===== src/hw/rtl/assert_macros.svh =====
// Assertion helpers shared by the RTL.
// Define ASSERT_OFF to drop every assertion from the build.
`ifndef ASSERT_MACROS_SVH
`define ASSERT_MACROS_SVH

`ifndef ASSERT_OFF

// Property must hold at every rising edge outside reset.
`define ASSERT_HOLD(lbl, clk, rst_n, prop) \
    lbl: assert property (@(posedge clk) disable iff (!(rst_n)) (prop)) \
        else $error("assertion failed");

// When cond holds, expr must hold in the cycle after.
`define ASSERT_NEXT(lbl, clk, rst_n, cond, expr) \
    lbl: assert property (@(posedge clk) disable iff (!(rst_n)) (cond) |=> (expr)) \
        else $error("assertion failed");

`else

`define ASSERT_HOLD(lbl, clk, rst_n, prop)
`define ASSERT_NEXT(lbl, clk, rst_n, cond, expr)

`endif

`endif


===== src/hw/rtl/pss_pkg.sv =====
package pss_pkg;

    localparam int KEY_W       = 16;
    localparam int TIME_W      = 32;
    localparam int MAX_RESULTS = 16;
    localparam int CNT_W       = 5;

    typedef enum logic [2:0] {
        CMD_TICK   = 3'd0,
        CMD_ADD    = 3'd1,
        CMD_REMOVE = 3'd2,
        CMD_START  = 3'd3,
        CMD_STOP   = 3'd4,
        CMD_QUERY  = 3'd5
    } cmd_t;

    typedef enum logic [1:0] {
        KIND_SEND  = 2'd0,
        KIND_IDLE  = 2'd1,
        KIND_ACK   = 2'd2,
        KIND_QUERY = 2'd3
    } kind_t;

    typedef enum logic [1:0] {
        ST_IDLE,
        ST_READ,
        ST_EVAL,
        ST_FINISH
    } state_t;

    typedef struct packed {
        logic [KEY_W-1:0]  key;
        logic [TIME_W-1:0] interval;
        logic [TIME_W-1:0] stamp;
        logic              enabled;
    } entry_t;

    // Commands from the controller to the datapath.
    typedef struct packed {
        logic load;  // capture the input beat, restart the scan
        logic rd;    // read the slot at the scan index
        logic ev;    // evaluate the slot just read
        logic fin;   // apply the command and issue the final result
    } ctl_t;

    // Status from the datapath to the controller.
    typedef struct packed {
        logic last_slot;  // scan index is on the final slot
        logic ev_ok;      // evaluation step can complete this cycle
        logic fin_ok;     // result register can take the final result
    } sts_t;

endpackage


===== src/hw/rtl/pss_ctrl.sv =====
module pss_ctrl (
    input  logic          aclk,
    input  logic          aresetn,
    input  logic          s_tvalid,
    output logic          s_tready,
    input  pss_pkg::sts_t sts,
    output pss_pkg::ctl_t ctl
);

    pss_pkg::state_t state_reg;
    pss_pkg::state_t state_next;

    always_ff @(posedge aclk) begin
        if (!aresetn) begin
            state_reg <= pss_pkg::ST_IDLE;
        end else begin
            state_reg <= state_next;
        end
    end

    always_comb begin
        state_next = state_reg;
        ctl        = '0;
        s_tready   = 1'b0;
        unique case (state_reg)
            pss_pkg::ST_IDLE: begin
                s_tready = 1'b1;
                if (s_tvalid) begin
                    ctl.load   = 1'b1;
                    state_next = pss_pkg::ST_READ;
                end
            end
            pss_pkg::ST_READ: begin
                ctl.rd     = 1'b1;
                state_next = pss_pkg::ST_EVAL;
            end
            pss_pkg::ST_EVAL: begin
                ctl.ev = 1'b1;
                if (sts.ev_ok) begin
                    state_next = sts.last_slot ? pss_pkg::ST_FINISH : pss_pkg::ST_READ;
                end
            end
            pss_pkg::ST_FINISH: begin
                ctl.fin = 1'b1;
                if (sts.fin_ok) begin
                    state_next = pss_pkg::ST_IDLE;
                end
            end
            default: begin
                state_next = pss_pkg::ST_IDLE;
            end
        endcase
    end

endmodule


===== src/hw/rtl/pss_dp.sv =====
module pss_dp #(
    parameter int SLOTS = 16
) (
    input  logic          aclk,
    input  logic          aresetn,
    input  pss_pkg::ctl_t ctl,
    output pss_pkg::sts_t sts,
    input  logic [79:0]   s_tdata,
    input  logic [2:0]    s_tuser,
    input  logic          cfg_valid,
    input  logic          cfg_data,
    input  logic          m_tready,
    output logic          m_tvalid,
    output logic [87:0]   m_tdata,
    output logic [1:0]    m_tuser,
    output logic          m_tlast
);

    localparam int IDX_W = (SLOTS > 1) ? $clog2(SLOTS) : 1;
    localparam int KW    = pss_pkg::KEY_W;
    localparam int TW    = pss_pkg::TIME_W;

    // Slot store; the valid bits say which entries hold a key.
    pss_pkg::entry_t mem [SLOTS];
    logic [SLOTS-1:0] valid_reg;

    pss_pkg::cmd_t  cmd_reg;
    logic [KW-1:0]  key_reg;
    logic [TW-1:0]  ivl_reg;
    logic [TW-1:0]  now_reg;
    logic           master_enable_reg;

    logic [IDX_W-1:0]         idx_reg;
    pss_pkg::entry_t          rd_data_reg;
    logic [pss_pkg::CNT_W-1:0] cnt_reg;
    logic                     pend_valid_reg;
    logic [KW-1:0]            pend_key_reg;
    logic                     match_valid_reg;
    logic [IDX_W-1:0]         match_idx_reg;
    pss_pkg::entry_t          match_entry_reg;
    logic                     free_valid_reg;
    logic [IDX_W-1:0]         free_idx_reg;

    logic           m_valid_reg;
    pss_pkg::kind_t out_kind_reg;
    logic [KW-1:0]  out_key_reg;
    logic [TW-1:0]  out_elapsed_reg;
    logic [TW-1:0]  out_last_time_reg;
    logic           out_en_reg;
    logic           out_found_reg;
    logic           out_last_reg;

    logic            out_free;
    logic            slot_valid;
    logic            is_tick;
    logic [TW-1:0]   slot_elapsed;
    logic            due;
    logic            ev_go;
    logic            fin_go;
    logic            hit;
    logic            free_hit;

    logic            mem_we;
    logic [IDX_W-1:0] mem_waddr;
    pss_pkg::entry_t mem_wdata;
    logic            valid_set;
    logic            valid_clr;
    logic [IDX_W-1:0] valid_idx;

    logic            out_load;
    pss_pkg::kind_t  out_kind_next;
    logic [KW-1:0]   out_key_next;
    logic [TW-1:0]   out_elapsed_next;
    logic [TW-1:0]   out_last_time_next;
    logic            out_en_next;
    logic            out_found_next;
    logic            out_last_next;

    assign out_free     = !m_valid_reg || m_tready;
    assign slot_valid   = valid_reg[idx_reg];
    assign is_tick      = (cmd_reg == pss_pkg::CMD_TICK);
    assign slot_elapsed = now_reg - rd_data_reg.stamp;

    assign due = is_tick && master_enable_reg
                 && (cnt_reg < pss_pkg::CNT_W'(pss_pkg::MAX_RESULTS))
                 && slot_valid && rd_data_reg.enabled
                 && (slot_elapsed > rd_data_reg.interval);

    assign hit      = !is_tick && (key_reg != '0) && slot_valid
                      && (rd_data_reg.key == key_reg) && !match_valid_reg;
    assign free_hit = !slot_valid && !free_valid_reg;

    assign sts.ev_ok     = !(due && pend_valid_reg) || out_free;
    assign sts.fin_ok    = out_free;
    assign sts.last_slot = (idx_reg == IDX_W'(SLOTS - 1));

    assign ev_go  = ctl.ev && sts.ev_ok;
    assign fin_go = ctl.fin && out_free;

    // Store updates and result selection.
    always_comb begin
        mem_we             = 1'b0;
        mem_waddr          = idx_reg;
        mem_wdata          = rd_data_reg;
        valid_set          = 1'b0;
        valid_clr          = 1'b0;
        valid_idx          = match_idx_reg;
        out_load           = 1'b0;
        out_kind_next      = pss_pkg::KIND_ACK;
        out_key_next       = key_reg;
        out_elapsed_next   = '0;
        out_last_time_next = '0;
        out_en_next        = 1'b0;
        out_found_next     = 1'b0;
        out_last_next      = 1'b1;

        if (ev_go && due) begin
            // stamp the due slot; flush the earlier pending send
            mem_we          = 1'b1;
            mem_wdata.stamp = now_reg;
            if (pend_valid_reg) begin
                out_load      = 1'b1;
                out_kind_next = pss_pkg::KIND_SEND;
                out_key_next  = pend_key_reg;
                out_last_next = 1'b0;
            end
        end

        if (fin_go) begin
            out_load = 1'b1;
            case (cmd_reg) inside
                pss_pkg::CMD_TICK: begin
                    if (pend_valid_reg) begin
                        out_kind_next = pss_pkg::KIND_SEND;
                        out_key_next  = pend_key_reg;
                    end else begin
                        out_kind_next = pss_pkg::KIND_IDLE;
                        out_key_next  = '0;
                    end
                end
                pss_pkg::CMD_QUERY: begin
                    out_kind_next = pss_pkg::KIND_QUERY;
                    if (match_valid_reg) begin
                        out_elapsed_next   = now_reg - match_entry_reg.stamp;
                        out_last_time_next = match_entry_reg.stamp;
                        out_en_next        = match_entry_reg.enabled;
                        out_found_next     = 1'b1;
                    end
                end
                pss_pkg::CMD_ADD: begin
                    if (match_valid_reg) begin
                        out_found_next = 1'b1;
                        if (ivl_reg != '0) begin
                            mem_we             = 1'b1;
                            mem_waddr          = match_idx_reg;
                            mem_wdata          = match_entry_reg;
                            mem_wdata.interval = ivl_reg;
                        end else begin
                            valid_clr = 1'b1;
                        end
                    end else if ((key_reg != '0) && (ivl_reg != '0) && free_valid_reg) begin
                        out_found_next      = 1'b1;
                        mem_we              = 1'b1;
                        mem_waddr           = free_idx_reg;
                        mem_wdata.key       = key_reg;
                        mem_wdata.interval  = ivl_reg;
                        mem_wdata.stamp     = '0;
                        mem_wdata.enabled   = 1'b1;
                        valid_set           = 1'b1;
                        valid_idx           = free_idx_reg;
                    end
                end
                pss_pkg::CMD_REMOVE: begin
                    out_found_next = match_valid_reg;
                    valid_clr      = match_valid_reg;
                end
                pss_pkg::CMD_START, pss_pkg::CMD_STOP: begin
                    out_found_next    = match_valid_reg;
                    mem_we            = match_valid_reg;
                    mem_waddr         = match_idx_reg;
                    mem_wdata         = match_entry_reg;
                    mem_wdata.enabled = (cmd_reg == pss_pkg::CMD_START);
                end
                default: begin
                    out_found_next = 1'b0;
                end
            endcase
        end
    end

    always_ff @(posedge aclk) begin
        if (mem_we) begin
            mem[mem_waddr] <= mem_wdata;
        end
    end

    always_ff @(posedge aclk) begin
        if (ctl.rd) begin
            rd_data_reg <= mem[idx_reg];
        end
    end

    // Input capture and search results (payload).
    always_ff @(posedge aclk) begin
        if (ctl.load) begin
            cmd_reg <= pss_pkg::cmd_t'(s_tuser);
            key_reg <= s_tdata[15:0];
            ivl_reg <= s_tdata[47:16];
            now_reg <= s_tdata[79:48];
        end
        if (ev_go && due) begin
            pend_key_reg <= rd_data_reg.key;
        end
        if (ctl.ev && hit) begin
            match_idx_reg   <= idx_reg;
            match_entry_reg <= rd_data_reg;
        end
        if (ctl.ev && free_hit) begin
            free_idx_reg <= idx_reg;
        end
        if (out_load) begin
            out_kind_reg      <= out_kind_next;
            out_key_reg       <= out_key_next;
            out_elapsed_reg   <= out_elapsed_next;
            out_last_time_reg <= out_last_time_next;
            out_en_reg        <= out_en_next;
            out_found_reg     <= out_found_next;
            out_last_reg      <= out_last_next;
        end
    end

    // Control state.
    always_ff @(posedge aclk) begin
        if (!aresetn) begin
            valid_reg         <= '0;
            master_enable_reg <= 1'b1;
            idx_reg           <= '0;
            cnt_reg           <= '0;
            pend_valid_reg    <= 1'b0;
            match_valid_reg   <= 1'b0;
            free_valid_reg    <= 1'b0;
            m_valid_reg       <= 1'b0;
        end else begin
            if (cfg_valid) begin
                master_enable_reg <= cfg_data;
            end
            if (valid_set) begin
                valid_reg[valid_idx] <= 1'b1;
            end
            if (valid_clr) begin
                valid_reg[valid_idx] <= 1'b0;
            end
            if (ctl.load) begin
                idx_reg         <= '0;
                cnt_reg         <= '0;
                pend_valid_reg  <= 1'b0;
                match_valid_reg <= 1'b0;
                free_valid_reg  <= 1'b0;
            end else begin
                if (ev_go) begin
                    idx_reg <= idx_reg + 1'b1;
                end
                if (ev_go && due) begin
                    cnt_reg        <= cnt_reg + 1'b1;
                    pend_valid_reg <= 1'b1;
                end
                if (ctl.ev && hit) begin
                    match_valid_reg <= 1'b1;
                end
                if (ctl.ev && free_hit) begin
                    free_valid_reg <= 1'b1;
                end
            end
            if (out_load) begin
                m_valid_reg <= 1'b1;
            end else if (m_tready) begin
                m_valid_reg <= 1'b0;
            end
        end
    end

    assign m_tvalid = m_valid_reg;
    assign m_tdata  = {6'b0, out_found_reg, out_en_reg, out_last_time_reg,
                       out_elapsed_reg, out_key_reg};
    assign m_tuser  = out_kind_reg;
    assign m_tlast  = out_last_reg;

endmodule


===== src/hw/rtl/periodic_send_scheduler_top.sv =====
// Channel   Dir  Handshake            Payload
// s_        in   s_tvalid/s_tready    tuser: cmd; tdata: key, interval, now_ms
// m_        out  m_tvalid/m_tready    tuser: kind; tdata: send_key, elapsed, ...;
//                                     tlast: last result of the command
// cfg_      in   cfg_valid/cfg_ready  master_enable
//
// Each command scans every slot. The slot store has one registered read
// port, so the scan reads one slot and evaluates it in the next cycle. A
// stalled result side holds the scan on a due slot while an earlier send
// is pending, or holds the final step. The next beat is taken as soon as
// the final result sits in the output register. Reset is synchronous,
// active low; it empties every slot at once through per-slot valid bits
// and sets master_enable.

`include "assert_macros.svh"

module periodic_send_scheduler_top #(
    parameter int SLOTS = 16
) (
    input  logic        aclk,
    input  logic        aresetn,

    input  logic        s_tvalid,
    output logic        s_tready,
    input  logic [79:0] s_tdata,   // [15:0] key, [47:16] interval, [79:48] now_ms
    input  logic [2:0]  s_tuser,   // [2:0] cmd

    output logic        m_tvalid,
    input  logic        m_tready,
    output logic [87:0] m_tdata,   // [15:0] send_key, [47:16] elapsed,
                                   // [79:48] last_time, [80] enabled_flag,
                                   // [81] found, [87:82] zero
    output logic [1:0]  m_tuser,   // [1:0] kind
    output logic        m_tlast,

    input  logic        cfg_valid,
    output logic        cfg_ready,
    input  logic        cfg_data   // master_enable
);

    pss_pkg::ctl_t ctl;
    pss_pkg::sts_t sts;

    // The enable register can be written in any cycle.
    assign cfg_ready = 1'b1;

    // Sequencer: capture, per-slot read and evaluate, final step.
    pss_ctrl u_ctrl (
        .aclk     (aclk),
        .aresetn  (aresetn),
        .s_tvalid (s_tvalid),
        .s_tready (s_tready),
        .sts      (sts),
        .ctl      (ctl)
    );

    // Slot store, search, stamping and the output register.
    pss_dp #(
        .SLOTS (SLOTS)
    ) u_dp (
        .aclk      (aclk),
        .aresetn   (aresetn),
        .ctl       (ctl),
        .sts       (sts),
        .s_tdata   (s_tdata),
        .s_tuser   (s_tuser),
        .cfg_valid (cfg_valid),
        .cfg_data  (cfg_data),
        .m_tready  (m_tready),
        .m_tvalid  (m_tvalid),
        .m_tdata   (m_tdata),
        .m_tuser   (m_tuser),
        .m_tlast   (m_tlast)
    );

    // A captured beat blocks the input until its command has finished.
    `ASSERT_NEXT(a_busy_after_accept, aclk, aresetn, s_tvalid && s_tready, !s_tready)
    // The final step always leaves a last-marked result in the output register.
    `ASSERT_NEXT(a_final_result, aclk, aresetn, ctl.fin && sts.fin_ok, m_tvalid && m_tlast)
    // Scan steps and the final step never overlap with capture.
    `ASSERT_HOLD(a_one_step, aclk, aresetn, !(ctl.load && (ctl.rd || ctl.ev || ctl.fin)))

endmodule

===== config.mk =====
export PLATFORM = sky130hd
export DESIGN_NAME = periodic_send_scheduler_top
export DESIGN_NICKNAME = d
export VERILOG_FILES = /design/src/hw/rtl/pss_pkg.sv /design/src/hw/rtl/pss_ctrl.sv /design/src/hw/rtl/pss_dp.sv /design/src/hw/rtl/periodic_send_scheduler_top.sv
export VERILOG_INCLUDE_DIRS = /design/src /design/src/hw/rtl
export SDC_FILE = /design/constraint.sdc
export NUM_CORES = 2
export LEC_CHECK = 0
export BUFFER_PORTS_ARGS = -buffer_cell sky130_fd_sc_hd__buf_2
export CORE_MARGIN = 4
export CORE_UTILIZATION = 45
export CTS_CLUSTER_DIAMETER = 50
export DETAILED_ROUTE_END_ITERATION = 8
export GPL_ROUTABILITY_DRIVEN = 0
export PLACE_DENSITY = 0.63
export SLEW_MARGIN = 20
export SYNTH_ARGS = -nofsm -noshare
export SYNTH_HDL_FRONTEND = slang
export SYNTH_SLANG_ARGS = --single-unit
export TNS_END_PERCENT = 50

===== constraint.sdc =====
create_clock -name aclk -period 13.7 [get_ports aclk]
set_input_delay 2.055 -clock aclk [delete_from_list [all_inputs] [get_ports aclk]]
set_output_delay 2.055 -clock aclk [all_outputs]
set_load 0.02 [all_outputs]

Yosys cells after proc, flatten, opt, wreduce, memory -nomap -nowiden
Memories as Yosys holds them, arrays and structs flattened. A register that Yosys moved wholly into a read port is not among the register bits.
Cells that the tools add are included.
Widths: inputs -> output; s select.
{"block": "word_totals", "ff_bits": 305, "latchBits": 0, "ram_bits": 1296, "rom_bits": 0, "input_bits": 89, "out_inout_bits": 94, "wordCells": 185, "memories": 1}
{"name": "u_dp.mem", "words": 16, "width": 81, "read_ports": 1, "rd_ports_with_merged_regs": 1, "write_ports": 1, "line_no": "pss_dp.sv:24", "rtl": "pss_pkg::entry_t mem [SLOTS];"}
{"block": "classes", "addsub": 4, "multipliers": 0, "div": 0, "magnitude_cmp": 5, "n_eq_ne": 13, "shifts": 0, "n_mux": 91, "bitwise_logic": 7, "reduce_logical": 37}
{"operator": "$mux 81", "n": 9}
{"operator": "$mux 16", "n": 8}
{"operator": "$sub 32x32->32", "n": 2}
{"operator": "$mux 4", "n": 15}
{"operator": "$mux 1", "n": 46}
{"operator": "$gt 32x32->1", "n": 1}
{"operator": "$mux 32", "n": 1}
{"operator": "$reduce_bool 32->1", "n": 1}
{"operator": "$logic_and 1x1->1", "n": 19}
{"operator": "$mux 2", "n": 9}
{"operator": "$and 16x16->16", "n": 1}
{"operator": "$eq 16x16->1", "n": 1}
{"operator": "$not 16->16", "n": 1}
{"operator": "$or 16x16->16", "n": 1}
{"operator": "$reduce_bool 16->1", "n": 1}
{"operator": "$lt 4x5->1 const B", "n": 2}
{"operator": "$pmux 2 s4", "n": 1}
{"operator": "$eq 3x2->1 const B", "n": 2}
{"operator": "$eq 3x3->1 const B", "n": 2}
{"operator": "$logic_not 1->1", "n": 6}
{"operator": "$reduce_or 2->1", "n": 3}
{"operator": "$add 5x1->5 const B", "n": 1}
{"operator": "$lt 5x5->1 const B", "n": 1}
{"operator": "$add 4x1->4 const B", "n": 1}
{"operator": "16 further kinds", "n": 22}

Longest topological paths before layout
{"block": "logic_depth", "depth_word": 20, "depth_mapped": 24, "mapped_depth_nobuf": 23}

By module
From an unflattened synthesis, not the netlist that was laid out.
{"block": "hier_totals", "hier_cells": 3530, "area_unflattened_um2": 68550.7}
{"module": "pss_dp", "n_inst": 1, "cells_per_inst": 3513, "area_each_um2": 68411.9, "seq_area_each_um2": 50148.1}
{"module": "pss_ctrl", "n_inst": 1, "cells_per_inst": 15, "area_each_um2": 127.6, "seq_area_each_um2": 40.0}
{"module": "periodic_send_scheduler_top", "n_inst": 1, "cells_per_inst": 2, "area_each_um2": 11.3, "seq_area_each_um2": 0.0}

Worst setup path before layout
Ideal clock, no wire load.
{"block": "synth_timing", "kind": "register to register", "startpoint": "register u_dp.now_reg[0]", "endpoint": "memory u_dp.mem[0][0] (netlist name), enable pin", "setup_time_ps": 521, "arrival_ps": 7725, "path_slack_ps": 5454, "stages_incl_launch_ff": 22, "period_less_slack_ps": 8246, "path_cell_list": "edfxtp_1 -> inv_1 -> ha_1 -> inv_1 -> fa_1 -> a21o_1 -> a21oi_1 -> o21a_1 -> o21bai_1 -> o41ai_1 -> o211ai_1 -> a31o_2 -> a21oi_1 -> xnor2_1 -> ha_1 -> nand4_1 -> nor4_1 -> o21ai_1 -> a211oi_4 -> o21ai_1 -> or2_1 -> nor2_1"}
{"block": "synth_between", "elab_chain_cells": 17, "elab_cells_between_ends": 20}
{"element": "start, declared", "line_no": "pss_dp.sv:30", "rtl": "logic [TW-1:0] now_reg;"}
{"element": "start signal, assigned", "line_no": "pss_dp.sv:209", "rtl": "now_reg <= s_tdata[79:48];"}
{"element": "$sub 32x32->32 (*)", "line_no": "pss_dp.sv:82", "rtl": "assign slot_elapsed = now_reg - rd_data_reg.stamp;"}
{"element": "$gt 32x32->1 (*)", "line_no": "pss_dp.sv:87", "rtl": "&& (slot_elapsed > rd_data_reg.interval);"}
{"element": "$logic_and 1x1->1 (*)", "line_no": "pss_dp.sv:87"}
{"element": "$logic_and 1x1->1", "line_no": "pss_dp.sv:93", "rtl": "assign sts.ev_ok = !(due && pend_valid_reg) || out_free;"}
{"element": "$logic_not 1->1", "line_no": "pss_dp.sv:93"}
{"element": "$logic_or 1x1->1", "line_no": "pss_dp.sv:93"}
{"element": "$logic_and 1x1->1", "line_no": "pss_dp.sv:97", "rtl": "assign ev_go = ctl.ev && sts.ev_ok;"}
{"element": "$logic_and 1x1->1 (*)", "line_no": "pss_dp.sv:117", "rtl": "if (ev_go && due) begin"}
{"element": "$mux 1 (*)", "line_no": "pss_dp.sv:117"}
{"element": "$mux 1 (on tied branches)", "line_no": "pss_dp.sv:131, pss_dp.sv:153, pss_dp.sv:161"}
{"element": "$mux 1 (on tied branches)", "line_no": "pss_dp.sv:131, pss_dp.sv:151"}
{"element": "$mux 1 (3 in a row)", "line_no": "pss_dp.sv:131", "rtl": "case (cmd_reg) inside"}
{"element": "$mux 1 (*)", "line_no": "pss_dp.sv:129", "rtl": "if (fin_go) begin"}
{"element": "$mux 1 (*)", "line_no": "pss_dp.sv:192", "rtl": "if (mem_we) begin"}
{"element": "$mux 1 (not written as such) (*)", "line_no": "pss_dp.sv:193", "rtl": "mem[mem_waddr] <= mem_wdata;"}
{"element": "end, declared", "line_no": "pss_dp.sv:24"}
Mark *: on every way between the ends. The rest lies on a longest branch, timed or not.

Worst setup path after layout
{"block": "layout_timing", "startpoint": "register u_dp.now_reg[0]", "endpoint": "memory u_dp.mem[5][59] (netlist name), enable pin"}
The elaborated chain is that of the path after synthesis.

==> results.cfg <==
[outcome]
status = completed

[synthesis]
synth_cell_type_count = 82
synth_fa_ha_area_share_pct = 1.83
ys_ff_latch = 1682
synth_area_mm2 = 0.0677
ys_seq_area_share_pct = 74.1
ys_top_cells_by_area = edfxtp_1, mux4_2, ha_1
synth-edff-count = 1650
async_flop_share_pct = 0
synth_top_area_share_pct = 73.2
ys_dominant_reg_cell = edfxtp_1
synthTopCellsByCount = edfxtp_1, mux4_2, nor2_1
synthSimpleGateAreaFrac_pct = 3.46
synth_compound_area_share_pct = 4.31
synth_area_per_cell_um2 = 19.5
synth_xor_area_share_pct = 0.970
muxShareOfSynthArea_pct = 13.7
synth_top_family_by_area = multiplexers
yosysMostFrequentCell = edfxtp_1
synth_largest_area_cell = edfxtp_1
syn_inst = 3477
yosys_warnings = 0

[floorplan]
num_io_pins = 183
initial_utilization_pct = 45.3
die_y_um = 396
die_w_um = 396
rows = 142
coreArea_mm2 = 0.150
dieArea_mm2 = 0.157

[final_layout]
post-route-util_pct = 51.6
fin_cells = 5919
ff_latch_area_mm2 = 0.0502
fin_nets = 3948
fillers = 11964
area_growth_pct = 14.0
multiInputGateArea_mm2 = 0.0168
largest_register_ffs = 1296
drive_above_1_share_pct = 25.6

[setup_path]
worst_ep_arrival_time_ns = 8.50
crit_path_end_kind = flip-flop
cpPeakStageDelay_ns = 0.73
slowest_stage = o41ai_1
crit_type = flip-flop to flip-flop
r2r_cells = 24
rrSetupSlack_ns = 5.61
worst_setup_path_start_kind = flip-flop
crit_chain = inv_1 > ha_1 > inv_1 > fa_1 > a21o_1 > a21oi_1 > o21a_1 > o21bai_1 > o41ai_1 > o211ai_1 > a31o_2 > a21oi_1 > xnor2_1 > ha_1 > nand4_1 > nor4_1 > o21ai_1 > a211oi_4 > buf_4 > o21ai_1 > nand2b_1 > nor2_4 > buf_4 > buf_4
timing.critical_path.mode_cell = buf_4
setup.worst_path.end = u_dp.mem[5][59]$_DFFE_PP_
critical_path.startpoint = u_dp.now_reg[0]$_DFFE_PP_
rr_startpoint = u_dp.now_reg[0]$_DFFE_PP_
cp_max_fo = 45
required_ns = 14.12
rr_endpoint = u_dp.mem[5][59]$_DFFE_PP_

[grt]
antenna_found_initial = 10
grt_max_degree = 100
gr-total-overflow = 0
grt_pass1_vias = 34718
grt_first_pass_wirelength_um = 255000
grt_use_total_pct = 22.6

[timing]
drv_slew = 0
tightest_slew_ns = 1.15
setup_viol = 0
final.period_utilization_pct = 59.0
rsz0062_at_grt = false
timing.setup.tns_ns = 0
finalClockSkew_ns = 0.0452
maxSlewHeadroom_pct = 23.6
max_freq_mhz = 124
hold_viol = 0
finalCriticalPeriod_ns = 8.09

[pwr]
powerDensity_mw_per_mm2 = 140
leakage_nw = 24.6
vdd_drop_max_mv = 0.113

[placed_design]
port_buffers = 175
detailed_place_hpwl_um = 111000
dp.cells = 5596

[cts]
clockRootBuffer = clkbuf_16
cts_buffers = 178
clock-sinks = 1682
path_clk_slew_ns = 0.06
cts_resized = 0
cts_tree = done
clk_latency_ns = 0.81
hold_buffers = 0
cts_max_level = 4
postCtsSetupBuffers = 0
clock_path_buffers = 3

[routing]
routedWlPerCell_um = 29.9
routed_wl_um = 177000
route.vias.total = 35160
ant_nets = 0
routed_via_density = 5.94
drt-initial-drc-count = 3709
drt_first_pass_iters = 5
drc_errors = 0

[job]
maxCapViolations = 0

[worst_hold_path]
worstHoldPathType = flip-flop to flip-flop
[area by class of cell]
cell class                 instances  area share, %
tap                             2016           3.27
sequential                      1682           65.0
inverter                         112          0.545
clock inverter                   106           1.28
antenna                            3        0.00972
multi-input combinational       1528           21.7
timing repair buffer             259           2.07
clock buffer                     213           6.08
[stage by stage]
| stage | power [mW] | hold slack (ns) | setup slack [ns] | instance area (um2) |
|---|---|---|---|---|
| 6_report | 10.8 | 0.448 | 5.61 | 77200 |
| 2_1_floorplan | 6.07 | 0.424 | 5.45 | 67700 |
| 3_3_place_gp | 6.23 | 0.432 | 5.89 | 71300 |
| 3_5_place_dp | 6.23 | 0.433 | 5.75 | 71400 |
| 5_1_grt | 11.2 | 0.465 | 5.24 | 77200 |
| 4_1_cts | 10.9 | 0.449 | 5.68 | 77100 |
[cells in the final DEF, fill, tap and decap left out, types with 19 or more instances in the layout]
master and n:
clkinv_1 43, buf_2 175, edfxtp_1 1650, nand2b_1 19, a21oi_1 103, clkbuf_16 183
xnor2_1 38, nand2_1 124, dfxtp_1 28, nor2_1 146, inv_1 111, clkinv_2 20
o21ai_0 64, a221o_1 21, nor3_1 29, nand3_1 42, o21ai_2 24, a21o_1 28
a22oi_1 48, buf_4 79, and3_1 27, o21a_1 21, clkbuf_1 30, mux4_2 409
xor2_1 37, ha_1 96
[cell families after synthesis]
| kind of cell | after synthesis |
|---|---|
| DFF | 1682 |
| and+or+nand+nor | 497 |
| AOI/OAI and AO/OA | 436 |
| muxes | 415 |
| buffers and inverters | 272 |
| adders and majority gates | 98 |
| xor gates and xnor gates | 75 |
| other | 2 |
[power breakdown]
part | internal, mW | leakage [nW] | switching (mW)
Combinational | 0.151 | 6.77 | 0.268
Clock | 2.70 | 2.75 | 2.00
Sequential | 5.67 | 15.1 | 0.0417
[worst max-delay path: cells and delay by family, from the launching register on]
kind            cells  cell delay [ns]
compound gates     11             2.96
buf+inv             5             1.75
simple gates        4             1.53
fa+ha+maj           3             0.88
flops               1             0.38
xor+xnor            1             0.09
[worst min path at each step]
stage                                              start                                 end  slack (ns)  cells after the start
after floorplan             u_dp.idx_reg[2]$_SDFFE_PP0N_      u_dp.free_idx_reg[2]$_DFFE_PP_        0.42                      0
after global placement    u_dp.rd_data_reg[30]$_DFFE_PN_  u_dp.match_entry_reg[30]$_DFFE_PP_        0.43                      0
after detailed placement  u_dp.rd_data_reg[30]$_DFFE_PN_  u_dp.match_entry_reg[30]$_DFFE_PP_        0.43                      0
after CTS                 u_dp.rd_data_reg[30]$_DFFE_PN_  u_dp.match_entry_reg[30]$_DFFE_PP_        0.45                      0
after global routing      u_dp.rd_data_reg[30]$_DFFE_PN_  u_dp.match_entry_reg[30]$_DFFE_PP_        0.47                      0
final                     u_dp.rd_data_reg[30]$_DFFE_PN_  u_dp.match_entry_reg[30]$_DFFE_PP_        0.45                      0
[per-layer routing]
| metal | wire length, um | GRT usage, % | vias up |
|---|---|---|---|
| met5 | 0 | 0 | - |
| met4 | 4250 | 6.02 | 0 |
| met3 | 13500 | 4.50 | 229 |
| met2 | 84500 | 35.6 | 1453 |
| met1 | 74700 | 32.6 | 18646 |
| li1 | - | - | 14832 |
Power figures use the tool's default switching activity.
